<file path="src/rtl/dlxu_pkg.sv">
package dlxu_pkg;

  // Xorshift128+ shift amounts.
  localparam int unsigned XS_A = 23;
  localparam int unsigned XS_B = 17;
  localparam int unsigned XS_C = 26;

  // Seed expansion: each generator word is rotl(seed, k) low, rotl(seed, k + 4) high.
  localparam logic [31:0] SEED_RESET   = 32'd1;
  localparam logic [4:0]  ROT_HALF     = 5'd4;
  localparam logic [4:0]  ROT_A_CUR    = 5'd0;
  localparam logic [4:0]  ROT_B_CUR    = 5'd8;
  localparam logic [4:0]  ROT_A_PREV   = 5'd16;
  localparam logic [4:0]  ROT_B_PREV   = 5'd24;

  // Queue between the generator front and the scaling back.
  localparam int unsigned Q_DEPTH = 4;
  localparam int unsigned Q_PTR_W = $clog2(Q_DEPTH);
  localparam int unsigned Q_CNT_W = $clog2(Q_DEPTH + 1);

  typedef struct packed {
    logic signed [31:0] range_low;
    logic signed [31:0] range_high;
  } req_t;

  typedef struct packed {
    logic [62:0]        fraction;
    logic signed [31:0] scaled_value;
  } rsp_t;

  typedef struct packed {
    logic signed [31:0] range_low;
    logic signed [31:0] range_high;
    logic [62:0]        fraction;
  } job_t;

  typedef struct packed {
    logic [63:0] next;
    logic [62:0] frac;
  } lane_step_t;

  function automatic logic [31:0] rotl32(input logic [31:0] v, input logic [4:0] k);
    logic [63:0] d;
    d = {v, v} << k;
    return d[63:32];
  endfunction

  function automatic logic [63:0] seed_word(input logic [31:0] s, input logic [4:0] k);
    return {rotl32(s, k + ROT_HALF), rotl32(s, k)};
  endfunction

  function automatic lane_step_t lane_step(input logic [63:0] x, input logic [63:0] y);
    logic [63:0] t;
    logic [63:0] s;
    lane_step_t  r;
    t      = x ^ (x << XS_A);
    r.next = t ^ y ^ (t >> XS_B) ^ (y >> XS_C);
    s      = r.next + y;
    r.frac = s[63:1];
    return r;
  endfunction

endpackage

</file>
<file path="src/rtl/dlxu_queue.sv">
module dlxu_queue
  import dlxu_pkg::*;
(
  input  logic clk,
  input  logic rst,
  input  logic push,
  input  job_t push_job,
  output logic full,
  input  logic pop,
  output job_t head,
  output logic empty
);

  job_t                mem [Q_DEPTH];
  logic [Q_PTR_W-1:0]  wr_ptr;
  logic [Q_PTR_W-1:0]  rd_ptr;
  logic [Q_CNT_W-1:0]  count;

  assign full  = (count == Q_CNT_W'(Q_DEPTH));
  assign empty = (count == '0);
  assign head  = mem[rd_ptr];

  always_ff @(posedge clk) begin
    if (push) begin
      mem[wr_ptr] <= push_job;
    end
  end

  always_ff @(posedge clk) begin
    if (rst) begin
      wr_ptr <= '0;
      rd_ptr <= '0;
      count  <= '0;
    end else begin
      if (push) begin
        wr_ptr <= wr_ptr + 1'b1;
      end
      if (pop) begin
        rd_ptr <= rd_ptr + 1'b1;
      end
      if (push && !pop) begin
        count <= count + 1'b1;
      end else if (pop && !push) begin
        count <= count - 1'b1;
      end
    end
  end

endmodule

</file>
<file path="config.mk">
export PLATFORM = sky130hd
export DESIGN_NAME = dlxu_queue
export DESIGN_NICKNAME = d
export VERILOG_FILES = /design/src/rtl/dlxu_pkg.sv /design/src/rtl/dlxu_queue.sv
export SDC_FILE = /design/constraint.sdc
export NUM_CORES = 1
export LEC_CHECK = 0
export BUFFER_PORTS_ARGS = -buffer_cell sky130_fd_sc_hd__buf_2
export CORE_MARGIN = 4
export CORE_UTILIZATION = 30
export DETAILED_ROUTE_END_ITERATION = 12
export PLACE_DENSITY = 0.52
export SETUP_SLACK_MARGIN = 0.05
export SKIP_CTS_REPAIR_TIMING = 1
export SYNTH_ARGS = -nofsm -noshare
export SYNTH_HDL_FRONTEND = slang
export SYNTH_SLANG_ARGS = --single-unit
</file>
<file path="constraint.sdc">
create_clock -name clk -period 10.1 [get_ports clk]
set_input_delay 1.01 -clock clk [delete_from_list [all_inputs] [get_ports clk]]
set_output_delay 1.01 -clock clk [all_outputs]
set_load 0.01 [all_outputs]
</file>
# Yosys cells after proc, flatten, opt, wreduce, memory -nomap -nowiden
# Memory sizes are Yosys's and may differ from the RTL's. A register that Yosys moved wholly into a read port is not among the register bits.
# Cells that the tools add are included.
# totals
in_bits	131
ram_bits	508
regBits	7
word_cells	21
mem_count	1
out_inout_bits	129
# classes
add_sub_neg	4
mux	6
eq_ne	1
reduce_logical	6
# memory_table
memory	depth	word_bits	rd	rd_clocked_by_memory_dff	write_ports	line	text
mem	4	127	1	1	1	dlxu_queue.sv:14	job_t mem [Q_DEPTH];
# ops
op	n
$mux W3	2
$add A2 B1 Y2 const B	2
$mux W2	2
$add A3 B1 Y3 const B	1
$eq A3 B3 Y1 const B	1
$logic_not A3 Y1	1
$sub A3 B1 Y3 const B	1
$logic_and A1 B1 Y1	2
$logic_not A1 Y1	2
$mux W1	2
$reduce_bool A2 Y1	1

# Longest topological paths before layout
# depth
word_depth	4
ltp_mapped	7
mapped_depth_nobuf	7

# Worst setup path before layout
# Ideal clock, no wire load.
# synth_timing
path_kind	input-to-reg
start	in push
end	mem mem[0][0] (netlist bit) (enable)
arrival_time_ns	3.921
setup_time_ns	0.501
stages	1
path_slack_ns	5.679
path_cell_list	and2_1
# synth_via
elab_chain_cells	2
# synth_lines
item	line	text
start, declared	dlxu_queue.sv:6	input logic push,
$mux W1	dlxu_queue.sv:24	if (push) begin
$mux W1 (implied by the code)	dlxu_queue.sv:25	mem[wr_ptr] <= push_job;
end, declared	dlxu_queue.sv:14	
# No other way between the ends.

==> metrics <==
min Tclk post-route 4434 ps; Tcrit/Tclk final 43.90%; met3 Track Usage GR 3.844%; Hold Path Origin count[2]; PD cells 210.6 nW/um^2; Worst slew margin between 30% and 40%; WL final 38.73 mm; Crit-path slowest cell buf_4; Synth Cell Area about 19000 um^2; Starting Density 30.34%; Cells on Worst Hold Path 2; maxcap violations 0; Rows 91; outcome completed; busiest layer in global routing met2; worst-path fanout max 36; Slew @ Worst Pin 928.4 ps; DR pass1 iterations 4; syn_area_per_cell 26.48 um^2; CTS sink cnt a little over 500; final core utilization between 30 and 40%; CP startpoint kind flip-flop; number of global-route vias before repair ~9000; Core Region around 62000 um^2; drc violations 0; Post-Route Setup TNS 0 ps; crit path DAT 3420 ps; number of top-level pins 260; die width 257.8 um; first-pass GRT wire length between 50 and 60 mm; Top delay family on crit path buffers and inverters; placement-stage cell area approximately 21000 um^2; # port buffers 259; r2r worst-path depth 4; Reg-to-Reg End mem[3][86]; WP data required 9090 ps; Cell variety after synth 22; critical path buffer and inverter count 3; hpwl dp 23.51 mm; sequential area share after synthesis 82.44%; clk_lat worst skew 590 ps; most frequent cells in the layout 508 x edfxtp_1, 259 x buf_2, 127 x mux4_2; CP dominant cell by count buf_4; WS Path Type flip-flop to output port; initial antenna violation count 15; Reg-to-Reg Start wr_ptr[0]; Final Cell Area 22640 um^2; met1 GRT Util 15.42%; number of synthesized register bits 517; type of the most critical hold path flip-flop to flip-flop; Routability Congestion ~0.66; total track usage 11.60%; Final Setup Violations 0; nets@finish between 1000 and 1500; total congestion overflow 0; post-DR vias/cell 4.446; largest net degree at the start of global routing 57; most common cell after layout, fill and taps aside edfxtp_1; Die Y 257.8 um; CP endpoint kind output port; Die ar. 66470 um^2; Max Clk Rate 0.2255 GHz; Area growth syn-to-layout 20.94%; Pleak between 7 and 8 nW; worst clock skew 21.26 ps; FILL cells 5686; clk buf depth 3; clock buffer count from CTS 55; CTS tree done; crit-path cells buf_4 -> buf_4 -> mux4_2 -> buf_2; setup repair after global routing missed its margin false; drt wl/cell 20.49 um; Max VDD drop 0.1134 mV; 1st-iter DRT viols 466; Synth Instances 707; antenna viol nets, final 0; Synth Warn # 0; Clk pin slew, worst setup/hold paths 60 ps; Critical Path Max Stage Delay 720 ps; H-tree levels 2; syn_nets roughly 840; Tot Pwr roughly 0.0048 W; met2 global-route usage 18.12%; Via Count 8403; Fin. Hold Viols 0; hold path endpoint count[2]; fraction of layout cells with a size suffix above 1 45.62%; fin. max-slew vios 0; reg-to-reg slack, setup 7100 ps; CTS root buffer clkbuf_16
==> state kept, by name, summed over array words and instances (netlist names), named ones only <==
register / count
rd_ptr: 2
count: 3
wr_ptr: 2
mem: 508
==> kinds of logic (layout without fill, tap and decap cells) <==
family / count (synthesis) / in the layout / synth area share, %
multiplexers: 129 / 129 / 15.38
other: 0 / 3 / 0
AO/OA/AOI/OAI: 2 / 2 / 0.05341
XOR/XNOR: 5 / 5 / 0.2339
flip-flops: 517 / 517 / 82.44
adder cells (fa/ha/maj): 6 / 6 / 0.4411
AND/OR/NAND/NOR: 15 / 15 / 0.3943
buffers and inverters: 33 / 376 / 1.056
==> cell usage after synthesis <==
cell        n  share of area (%)
edfxtp_1  508                 81
mux4_2    127                 15
buf_2      14               0.37
dfxtp_1     9               0.96
clkbuf_1    8               0.16
nor2_1      7               0.14
ha_1        5               0.33
and2_1      4               0.13
inv_1       4              0.080
buf_8       3               0.24
xor2_1      3               0.14
buf_4       2              0.080
buf_6       2               0.12
mux2i_1     2               0.11
xnor2_1     2              0.094
a21oi_1     1              0.027
fa_1        1               0.11
nand2_1     1              0.020
nor3_1      1              0.027
nor3b_1     1              0.040
o21ai_0     1              0.027
or3_1       1              0.033
==> layout make-up <==
| class | instances | area (um^2) | area share (%) |
|---|---|---|---|
| diodes | 3 | 7.507 | 0.03315 |
| clock buffers | 70 | 1433 | 6.327 |
| clock inverters | 30 | 203.9 | 0.9007 |
| inverters | 4 | 15.01 | 0.06631 |
| multi-input cells | 157 | 3100 | 13.69 |
| flip-flops and latches | 517 | 15440 | 68.20 |
| well taps | 837 | 1047 | 4.625 |
| repair buffers | 272 | 1394 | 6.156 |
==> layer usage <==
metal | vias to the layer above | part of all wire [%]
met4 | 16 | 2.4
met2 | 234 | 47
met5 | - | 0.23
li1 | 3671 | -
met3 | 84 | 7.7
met1 | 4398 | 43
==> worst reg2reg max path, delay by kind of cell, from the launching register on <==
kind,cells,cell delay (ps)
buffers and inverters,2,1490
and+or+nand+nor,1,480
DFF,1,390
adders and majority gates,1,170
==> report_power, final <==
part / switching, W / leakage [nW] / internal (W)
sequential: 0.0000293 / 4.74 / 0.00247
combinational: 0.000247 / 1.91 / 0.000196
clock: 0.000799 / 0.786 / 0.00103
total: 0.00108 / 7.44 / 0.00369
==> metrics by stage <==
stage	cells	setup slack [ps]	hold WS, ps
3_3_place_gp	1787	6133	482.7
5_1_grt	1889	5273	568.0
2_1_floorplan	707	5679	466.3
3_5_place_dp	1787	6112	496.9
6_report	1890	5666	503.1
4_1_cts	1887	5446	505.1
==> how the worst max path moves through the flow <==
stage | from | end | cells after the start
floorplan | push | mem[0][0] | 1
global placement | flip-flop | head[125] | 4
detailed placement | flip-flop | head[109] | 4
CTS | flip-flop | head[109] | 4
global route | flip-flop | head[109] | 4
finish | flip-flop | head[108] | 4
Power figures use the tool's default switching activity.
